<file path="src/assert_macros.svh">
// assertion macros shared by the accumulator rtl
// no dependencies; expects clk and arst_n in the including module
`ifndef ASSERT_MACROS_SVH
`define ASSERT_MACROS_SVH

// clocked check, off while reset is asserted
`define PRAA_ASSERT(lbl, prop, msg) \
	lbl: assert property (@(posedge clk) disable iff (!arst_n) (prop)) else $error(msg);

// clocked check that also holds during reset
`define PRAA_ASSERT_ALWAYS(lbl, prop, msg) \
	lbl: assert property (@(posedge clk) (prop)) else $error(msg);

`endif

</file>
<file path="src/praa_pkg.sv">
// shared types, codes and constants of the pixel running average accumulator
// no dependencies
package praa_pkg;

	localparam int DEF_IMAGE_WIDTH  = 256;
	localparam int DEF_IMAGE_HEIGHT = 256;

	localparam int MEAN_W  = 24;
	localparam int CNT_W   = 16;
	localparam int NUM_W   = MEAN_W + CNT_W + 1;
	localparam int DEN_W   = CNT_W + 1;
	localparam int STEP_W  = 5;

	localparam logic [CNT_W-1:0] COUNT_MAX = '1;

	// operation codes carried in tuser
	localparam logic [1:0] OP_ACC  = 2'd0;
	localparam logic [1:0] OP_RD   = 2'd1;
	localparam logic [1:0] OP_CLR  = 2'd2;
	// spare code, handled as a read
	localparam logic [1:0] OP_RSVD = 2'd3;

	// one stored pixel, red in the top bits
	typedef struct packed {
		logic [MEAN_W-1:0] red;
		logic [MEAN_W-1:0] green;
		logic [MEAN_W-1:0] blue;
		logic [MEAN_W-1:0] alpha;
		logic [CNT_W-1:0]  cnt;
	} pix_t;

	// controller to datapath
	typedef struct packed {
		logic capture;
		logic clr_start;
		logic clr_step;
		logic rd;
		logic mul;
		logic div_start;
		logic wr;
		logic res_load;
	} cmd_t;

	// datapath to controller
	typedef struct packed {
		logic bad;
		logic is_acc;
		logic clr_last;
		logic div_done;
	} sts_t;

endpackage

</file>
<file path="src/praa_ctrl.sv">
// controller state machine: sequencing of capture, sweep, read, divide, write
// depends on praa_pkg and assert_macros.svh
module praa_ctrl (
	input  logic           clk,
	input  logic           arst_n,
	input  logic           s_tvalid,
	output logic           s_tready,
	input  logic [1:0]     op,
	output logic           m_tvalid,
	input  logic           m_tready,
	output praa_pkg::cmd_t cmd,
	input  praa_pkg::sts_t sts
);
	import praa_pkg::*;
	`include "assert_macros.svh"

	localparam logic [3:0] ST_CLR  = 4'd0;
	localparam logic [3:0] ST_IDLE = 4'd1;
	localparam logic [3:0] ST_RD   = 4'd2;
	localparam logic [3:0] ST_RDW  = 4'd3;
	localparam logic [3:0] ST_SUM  = 4'd4;
	localparam logic [3:0] ST_DIV  = 4'd5;
	localparam logic [3:0] ST_WR   = 4'd6;
	localparam logic [3:0] ST_FIN  = 4'd7;

	logic [3:0] st_q, st_d;
	logic       pend_q, pend_d;
	logic       mvalid_q;

	assign s_tready = (st_q == ST_IDLE);
	assign m_tvalid = mvalid_q;

	// next state and commands
	always_comb begin
		st_d   = st_q;
		pend_d = pend_q;
		cmd    = '0;
		unique case (st_q)
			ST_IDLE: begin
				if (s_tvalid) begin
					cmd.capture = 1'b1;
					if (op == OP_CLR) begin
						cmd.clr_start = 1'b1;
						pend_d        = 1'b1;
						st_d          = ST_CLR;
					end else begin
						st_d = ST_RD;
					end
				end
			end
			ST_CLR: begin
				cmd.clr_step = 1'b1;
				if (sts.clr_last)
					st_d = pend_q ? ST_FIN : ST_IDLE;
			end
			ST_RD: begin
				if (sts.bad) begin
					st_d = ST_FIN;
				end else begin
					cmd.rd = 1'b1;
					st_d   = ST_RDW;
				end
			end
			ST_RDW: begin
				if (sts.is_acc) begin
					cmd.mul = 1'b1;
					st_d    = ST_SUM;
				end else begin
					st_d = ST_FIN;
				end
			end
			ST_SUM: begin
				cmd.div_start = 1'b1;
				st_d          = ST_DIV;
			end
			ST_DIV: begin
				if (sts.div_done)
					st_d = ST_WR;
			end
			ST_WR: begin
				cmd.wr = 1'b1;
				st_d   = ST_FIN;
			end
			ST_FIN: begin
				if (!mvalid_q || m_tready) begin
					cmd.res_load = 1'b1;
					pend_d       = 1'b0;
					st_d         = ST_IDLE;
				end
			end
			default: st_d = ST_IDLE;
		endcase
	end

	// state, clear pending flag, output valid
	always_ff @(posedge clk or negedge arst_n) begin
		if (!arst_n) begin
			st_q     <= ST_CLR;
			pend_q   <= 1'b0;
			mvalid_q <= 1'b0;
		end else begin
			st_q   <= st_d;
			pend_q <= pend_d;
			if (cmd.res_load)
				mvalid_q <= 1'b1;
			else if (m_tready)
				mvalid_q <= 1'b0;
		end
	end

	`PRAA_ASSERT(a_no_accept_in_sweep, (st_q == ST_CLR) |-> !s_tready, "item taken during sweep")
	`PRAA_ASSERT(a_leave_idle, (s_tvalid && s_tready) |=> (st_q != ST_IDLE), "idle after transfer")
	`PRAA_ASSERT_ALWAYS(a_no_port_clash, !(cmd.wr && cmd.clr_step), "store write clash")

endmodule
</file>
<file path="config.mk">
export PLATFORM = sky130hd
export DESIGN_NAME = praa_ctrl
export DESIGN_NICKNAME = d
export VERILOG_FILES = /design/src/praa_pkg.sv /design/src/praa_ctrl.sv
export VERILOG_INCLUDE_DIRS = /design/src /design/src/src
export SDC_FILE = /design/constraint.sdc
export NUM_CORES = 1
export LEC_CHECK = 0
export BUFFER_PORTS_ARGS = -buffer_cell sky130_fd_sc_hd__buf_2
export CORE_AREA = 3 3 40 42
export CTS_CLUSTER_DIAMETER = 40
export DETAILED_ROUTE_END_ITERATION = 16
export DIE_AREA = 0 0 43 45
export HOLD_SLACK_MARGIN = 0.15
export PLACE_DENSITY = 0.6
export SKIP_CTS_REPAIR_TIMING = 1
export SYNTH_ARGS = -nofsm -noshare
export SYNTH_HDL_FRONTEND = slang
export SYNTH_SLANG_ARGS = --single-unit
</file>
<file path="constraint.sdc">
create_clock -name clk -period 2.3 [get_ports clk]
set_clock_uncertainty 0.15 [all_clocks]
set_input_delay 0.115 -clock clk [delete_from_list [all_inputs] [get_ports clk]]
set_output_delay 0.115 -clock clk [all_outputs]
set_load 0.005 [all_outputs]
</file>
==> results of run 1 <==
-- layout make-up --
| class | instances | area share, % |
|---|---|---|
| clock buffers | 4 | 4.784 |
| inverters | 3 | 2.050 |
| multi-input cells | 33 | 42.37 |
| flip-flops and latches | 5 | 22.78 |
| well taps | 15 | 3.417 |
| repair buffers | 23 | 24.60 |
-- path summary, 6_finish.rpt --
check	from	endpoint
min reg2reg	pend_q	pend_q
min	sts[2]	st_q[0]
max in group asynchronous	arst_n	m_tvalid
max reg2reg	st_q[1]	st_q[0]
min in group asynchronous	arst_n	st_q[0]
max	st_q[0]	cmd[0]
-- registers in the layout (all words and copies together) (netlist names) --
register / flops
pend_q: 1
m_tvalid: 1
st_q: 3
-- cells in the mapped netlist, types with 2 or more instances --
cell type,n
dfrtp_1,5
nand2_1,4
nor2_1,3
buf_4,2
inv_1,2
nor3_1,2
nor3b_1,2
o211ai_1,2
-- worst reg2reg max path, cell delays in order (launching register included) --
cell and delay (ns):
dfrtp_1 0.50, or3_1 0.43, o21ai_2 0.07, o2bb2ai_2 0.16, mux2_4 0.32
-- cell families (layout without fill, tap and decap cells) --
family	Yosys count	count (layout)	synth area share (%)
AND/OR/NAND/NOR	22	22	33.13
AO/OA/AOI/OAI	10	10	21.25
buffers and inverters	7	30	10.62
flip-flops	5	5	31.25
multiplexers	1	1	3.749
-- metrics by stage --
stage	setup WS, ns	power [mW]
floorplan	0.7713	0.4846
global placement	0.5589	0.5365
detailed placement	0.5573	0.5384
CTS	0.4629	0.6423
global route	0.3228	0.7049
finish	0.4781	0.6413
-- layer usage --
metal,vias to the layer above,global-route usage [%],share of wire [%]
met3,2,5.578,8.5
met2,17,12.57,42
li1,208,-,-
met5,-,0,0
met4,0,9.036,1.3
met1,172,14.43,48
-- power by group through the flow --
stage	clock (mW)	sequential [mW]	combinational, mW
after floorplan	0	0.157	0.328
after global placement	0	0.236	0.300
after detailed placement	0	0.237	0.301
after CTS	0.104	0.236	0.303
after global routing	0.110	0.252	0.342
final	0.101	0.235	0.305
==> metrics.txt, run 1 <==
critical path's slowest cell dfrtp_1; Cell Rows 13; Fmax achieved 548.9 MHz; Fin. Hold Viols 0; worst vdd ir 0.0006067 V; Final HPWL DP 652.9 um; fin crit share 79.21%; Post-route DRC 0; Hold Path Stages 5; fraction of the yosys area taken by sequential cells 31.25%; final non-filler cell area 549.3 um2; internal power 365.8 uW; Non-Filler Instances 83; TritonCTS clock tree yes; critical path's largest stage delay 0.63 ns; pin count of the biggest net entering global routing 18; Via Count 399; crit path buf inv count 2; Max-cap violations 0; Post-Place Cells 75; synth top area cells dfrtp_1 (31%), a221oi_2 (3.8%), buf_4 (3.8%), mux2_4 (3.8%), nand2_1 (3.8%); synthesized area 400.4 um2; Multi-input gate area 232.7 um2; Synth Warn # 0; worst hold path class input pin to register; Crit Path Max Fanout 17; sequential power share 36.7%; commonest non-fill, non-tap cell in the layout buf_2; RSZ-0062 raised after global routing false; Total Neg Setup Slack 0 ns; Routed Antenna Nets 0; async set-reset flop share out of synthesis 100.0%; Syn Inst Count 45; Net Sw Power 275.6 uW; first-pass GRT wire length 1483 um; Syn-to-layout area delta 37.19%; top_reg_cell synth dfrtp_1; Relative slew margins 67.91%; crit start category register; count of input and output buffers 19; root buf cell clkbuf_4; worst setup path class register to output port; CTS clk-pin slew, worst paths 0.04 ns; number of diodes 0; Via-to-Cell Ratio 4.807; CP delay by family, top flip-flops; WL/cell 10.93 um; Cell Area, Placed 483.0 um2; final setup vio count 0; register area 125.1 um2; Clock Sinks 5; Critical Path Stages 4; CP Cell Sequence nand3_1 -> nand2b_1 -> inv_2 -> buf_2; Tightest Pin Transition 0.4813 ns; Tmin final 1.822 ns; Inserted Clock Buffers 3; Die Y 45 um; Leakage Power 0.2866 nW; Starting DRT DRC Count 5; number of global-route vias before repair 326; r2r worst-path depth 4; Layout Utilization 42.75%; I/O pins 20; Yosys cell types 31; Tot GR Track Use 10.88%; share of layout cells above drive strength 1 42.65%; Post-Route WL 907 um; syn_nets 55; FF+latch count, synth 5; Max Slew Vio Count 0; total core area 1285 um2; antenna violations before repair 0; R2R setup slack 0.56 ns; Sw Share 42.97%; Worst Path Arrival 1.56 ns; die area 1935 um2; capturing element type of the critical path output port; Max clock buf depth 2; final hold slack 0.1526 ns; Routability Congestion 0.7746; pwr dens 1168 nW/um2; clock share of power 15.7%; top-area cell type share of the netlist area 31.25%; Syn Area/Cell 8.897 um2; nets@finish 79; Synth area leader dfrtp_1; worst skew pair latency 0.24 ns; Filler Cell Count 130; Initial Utilization 31.16%; EDFF count, synth 0; H-Tree Depth 1; worst endpoint required time 2.04 ns; Die Width 43 um; iteration count of the initial detailed-routing pass 4; total gr overflow 0; combinational share of power 47.6%; status completed; most frequent cells in the layout buf_2 (19), dfrtp_1 (5), nand2_1 (4), dlygate4sd3_1 (4)
Note: power is estimated with default switching activity, not from simulation.
==> run 2, diff against run 1 <==
--- a/config.mk
+++ b/config.mk
@@ -12,7 +12,7 @@
 export DETAILED_ROUTE_END_ITERATION = 16
 export DIE_AREA = 0 0 43 45
 export HOLD_SLACK_MARGIN = 0.15
-export PLACE_DENSITY = 0.6
+export PLACE_DENSITY = 0.62
 export SKIP_CTS_REPAIR_TIMING = 1
 export SYNTH_ARGS = -nofsm -noshare
 export SYNTH_HDL_FRONTEND = slang
==> constraint.sdc (replaced) <==
create_clock -name clk -period 1.6 [get_ports clk]
set_clock_uncertainty 0.15 [all_clocks]
set_input_delay 0.08 -clock clk [delete_from_list [all_inputs] [get_ports clk]]
set_output_delay 0.08 -clock clk [all_outputs]
set_load 0.005 [all_outputs]
==> run 2 against run 1 <==
Against the previous run:
- the run now ends with negative setup slack left
- setup slack worse by 0.49 ns
- hold slack worse by 0.027 ns
- core utilization up 12 points
- wire length rose by 21%
- register-to-register slack worse by 0.57 ns
- die area stayed put
- critical endpoint is now st_q[0]
- largest power group unchanged
- highest routed layer is now met3
==> metrics.txt, run 2 (synthesis results as in run 1) <==
capturing element type of the critical path register; sequential power share 19.5%; Biggest register st_q; Tot GR Track Use 11.14%; status complete, but fails checks; share of layout cells above drive strength 1 57.32%; Worst Setup SP st_q[2]; Sw Share 37.87%; internal power 792.3 uW; Max clock buf depth 2; Starting DRT DRC Count 4; Fin. Hold Viols 0; Clock Sinks 5; CP Cell Sequence buf_4 -> nor3_1 -> a31oi_1 -> o2bb2ai_2 -> mux2_4; worst setup path class register to register; worst vdd ir 0.0009501 V; worst skew pair latency 0.25 ns; Post-Route WL 1100 um; first-pass GRT wire length 1538 um; total gr overflow 0; number of global-route vias before repair 369; pin count of the biggest net entering global routing 15; number of diodes 0; TritonCTS clock tree yes; Worst Path Arrival 1.59 ns; antenna violations before repair 0; number of flip-flops in the largest register 3; Initial Utilization 31.16%; Cell Rows 13; Max Slew Vio Count 0; Syn-to-layout area delta 75.00%; Die Width 43 um; root buf cell clkbuf_4; Routability Congestion 0.7583; CP delay by family, top flip-flops; count of input and output buffers 19; I/O pins 20; combinational share of power 68.9%; Net Sw Power 483.0 uW; RSZ-0062 raised after global routing true; Via Count 458; Die Y 45 um; H-Tree Depth 1; reg2reg start st_q[2]; die area 1935 um2; nets@finish 93; worst hold path class input pin to register; crit start category register; most frequent cells in the layout buf_2 (19), buf_4 (10), dfrtp_1 (5), nand2_1 (4), dlygate4sd3_1 (4); pwr dens 1820 nW/um2; WL/cell 11.34 um; critical path's slowest cell dfrtp_1; Inserted Clock Buffers 3; total core area 1285 um2; Non-Filler Instances 97; worst hold start op[0]; critical path's largest stage delay 0.41 ns; CTS clk-pin slew, worst paths 0.04 ns; Routed Antenna Nets 0; crit path buf inv count 1; Fmax achieved 620.3 MHz; Crit Path Max Fanout 4; Tmin final 1.612 ns; iteration count of the initial detailed-routing pass 3; worst endpoint required time 1.58 ns; commonest non-fill, non-tap cell in the layout buf_2; pre-CTS WS 0.01780 ns; Relative slew margins 84.95%; fin crit share 100.8%; failing checks negative setup slack; Tightest Pin Transition 0.2250 ns; setup ws final -0.01221 ns; Post-route DRC 0; final setup vio count 2; Total Neg Setup Slack -0.02370 ns; clock share of power 11.6%; Leakage Power 0.3706 nW; Post-Place Cells 79; Via-to-Cell Ratio 4.722; Max-cap violations 0; Final Power 1.275 mW; Final HPWL DP 744.2 um
==> run 2: per-layer routing <==
layer | track usage, % | vias up | wire length, um
li1 | - | 233 | -
met5 | 0 | - | 0
met3 | 7.968 | 0 | 99
met4 | 3.614 | 0 | 0
met2 | 17.37 | 16 | 554
met1 | 12.01 | 209 | 447
==> run 2: through the flow <==
stage / area, um2 / util, % / hold slack [ns]
global placement: 513.0 / 39.92 / -0.2447
detailed placement: 513.0 / 39.92 / -0.2524
global route: 700.7 / 54.53 / 0.1504
floorplan: 400.4 / - / -0.3656
CTS: 539.3 / 41.97 / -0.5139
finish: 700.7 / 54.53 / 0.1253
==> run 2: worst reg2reg max path, cell delays in order, from the launching register on <==
cell       delay [ns]
dfrtp_1          0.41
buf_4            0.15
nor3_1           0.18
a31oi_1          0.07
o2bb2ai_2        0.20
mux2_4           0.32
==> run 2: path summary, 6_finish.rpt <==
kind | slack [ns] | cells past startpoint | endpoint
worst max-delay path | -0.01 | 5 | st_q[0]
worst min-delay path | 0.13 | 4 | st_q[1]
worst max register to register | -0.01 | 5 | st_q[0]
worst min register to register | 0.36 | 1 | pend_q
max in group asynchronous | 0.52 | 3 | pend_q
min in group asynchronous | 0.59 | 3 | st_q[2]
==> run 2: power by group through the flow <==
stage | clock (mW) | sequential [mW] | combinational, mW
after floorplan | 0 | 0.225 | 0.471
after global placement | 0 | 0.240 | 0.599
after detailed placement | 0 | 0.243 | 0.610
after CTS | 0.152 | 0.242 | 0.612
after global routing | 0.166 | 0.255 | 0.949
final | 0.148 | 0.248 | 0.879
==> run 2: area by class of cell <==
class | count | area, um2
fillers | 125 | 584.3
flip-flops and latches | 5 | 125.1
clock buffers | 4 | 26.28
inverters | 3 | 11.26
repair buffers | 37 | 264.0
multi-input cells | 33 | 255.2
well taps | 15 | 18.77
==> run 3, diff against run 2 <==
--- a/config.mk
+++ b/config.mk
@@ -7,12 +7,13 @@
 export NUM_CORES = 1
 export LEC_CHECK = 0
 export BUFFER_PORTS_ARGS = -buffer_cell sky130_fd_sc_hd__buf_2
-export CORE_AREA = 3 3 40 42
+export CORE_AREA = 2 2 39 41
 export CTS_CLUSTER_DIAMETER = 40
 export DETAILED_ROUTE_END_ITERATION = 16
-export DIE_AREA = 0 0 43 45
+export DIE_AREA = 0 0 41 43
 export HOLD_SLACK_MARGIN = 0.15
 export PLACE_DENSITY = 0.62
+export REMOVE_ABC_BUFFERS = 1
 export SKIP_CTS_REPAIR_TIMING = 1
 export SYNTH_ARGS = -nofsm -noshare
 export SYNTH_HDL_FRONTEND = slang
==> run 3 against run 2 <==
Against the previous run:
- the flow still finishes with violations (negative setup slack)
- maximum frequency grew 0.12%
- via count grew 3.7%
- register-to-register slack gained 0.04 ns
- largest power group unchanged
- highest routed layer is now met4
==> metrics.txt, run 3 (synthesis results as in run 1) <==
internal power 765.7 uW; number of diodes 0; final non-filler cell area 681.9 um2; critical path's largest stage delay 0.41 ns; Leakage Power 0.3635 nW; Final HPWL DP 793.3 um; Fmax achieved 621.0 MHz; Tmin final 1.610 ns; setup ws final -0.01024 ns; sequential power share 18.9%; crit path buf inv count 2; Total Neg Setup Slack -0.01024 ns; Cell Rows 14; pwr dens 1872 nW/um2; Inserted Clock Buffers 3; antenna violations before repair 0; Cell Area, Placed 521.8 um2; Via Count 475; Non-Filler Instances 97; Tot GR Track Use 13.88%; count of input and output buffers 19; Routed Antenna Nets 0; die area 1763 um2; Crit Path Max Fanout 5; commonest non-fill, non-tap cell in the layout buf_2; Routability Congestion 0.7432; share of layout cells above drive strength 1 56.79%; Fin. Hold Viols 0; Post-Route WL 1241 um; root buf cell clkbuf_4; CP delay by family, top simple AND/OR/NAND/NOR gates; worst skew pair latency 0.26 ns; Max-cap violations 0; crit start category register; Max clock buf depth 2; worst hold path class input pin to register; WL/cell 12.79 um; H-Tree Depth 1; critical path's slowest cell dfrtp_1; failing checks negative setup slack; nets@finish 92; pre-CTS WS 0.05757 ns; combinational share of power 68.7%; Net Sw Power 511.0 uW; Worst Path Arrival 1.38 ns; iteration count of the initial detailed-routing pass 4; Syn-to-layout area delta 70.31%; pin count of the biggest net entering global routing 12; Via-to-Cell Ratio 4.897; Tightest Pin Transition 0.2466 ns; clock share of power 12.4%; Sw Share 40.02%; status complete, but fails checks; Biggest register st_q; number of global-route vias before repair 409; total gr overflow 0; worst endpoint required time 1.37 ns; worst vdd ir 0.0006814 V; first-pass GRT wire length 1697 um; worst setup path class register to output port; final setup vio count 1; Initial Utilization 28.93%; Max Slew Vio Count 0; Die Width 41 um; Die Y 43 um; CP Cell Sequence buf_6 -> or3b_4 -> nor2_1 -> buf_2; CTS clk-pin slew, worst paths 0.05 ns; number of flip-flops in the largest register 3; RSZ-0062 raised after global routing true; Post-Place Cells 81; Post-route DRC 0; fin crit share 100.6%; Relative slew margins 83.50%; capturing element type of the critical path output port; most frequent cells in the layout buf_2 (19), buf_4 (10), dfrtp_1 (5), nand2_1 (4), dlygate4sd3_1 (4); TritonCTS clock tree yes; total core area 1384 um2; I/O pins 20; Starting DRT DRC Count 6; Clock Sinks 5; final hold slack 0.1218 ns
-- run 3: cell types whose count changed in the layout (fill, tap and decap cells not counted), sizes merged --
cell and change:
buf -1
-- run 3: worst paths after layout --
kind	start	end	slack (ns)	depth (start not counted)
hold reg to reg	pend_q	pend_q	0.37	1
setup / recovery	st_q[0]	cmd[4]	-0.01	4
max in group asynchronous	arst_n	st_q[2]	0.49	3
hold / removal	sts[2]	st_q[0]	0.12	5
setup reg to reg	st_q[0]	st_q[0]	0.03	5
min in group asynchronous	arst_n	m_tvalid	0.60	3
-- run 3: final cells by class --
cell class / instances / area [um2]
clock buffer: 4 / 26.28
sequential: 5 / 125.1
multi-input combinational: 33 / 255.2
tap: 16 / 20.02
fill: 145 / 701.9
timing repair buffer: 36 / 244.0
inverter: 3 / 11.26
-- run 3: tightest hold or removal path, stage by stage --
cell     delay (ns)
buf_2          0.10
inv_1          0.04
o21ai_0        0.06
nand2_1        0.08
mux2_4         0.14
-- run 3: through the flow --
stage | power, mW | util (%)
floorplan | 0.6231 | -
global placement | 0.8700 | 37.70
detailed placement | 0.8825 | 37.70
CTS | 1.045 | 39.60
global route | 1.384 | 49.28
finish | 1.277 | 49.28
-- run 3: routing by layer --
layer | track usage (%) | part of all wire [%] | routed length (um)
met1 | 18.12 | 39 | 486
met2 | 20.94 | 52 | 648
met3 | 4.712 | 6.1 | 76
met4 | 4.000 | 2.4 | 30
met5 | 0 | 0 | 0
-- run 3: power groups by stage --
stage | Combinational [mW] | Sequential, mW | Clock, mW
6_report | 0.876 | 0.242 | 0.159
5_1_grt | 0.965 | 0.251 | 0.168
4_1_cts | 0.643 | 0.239 | 0.163
3_5_place_dp | 0.640 | 0.242 | 0
3_3_place_gp | 0.629 | 0.241 | 0
2_1_floorplan | 0.317 | 0.306 | 0
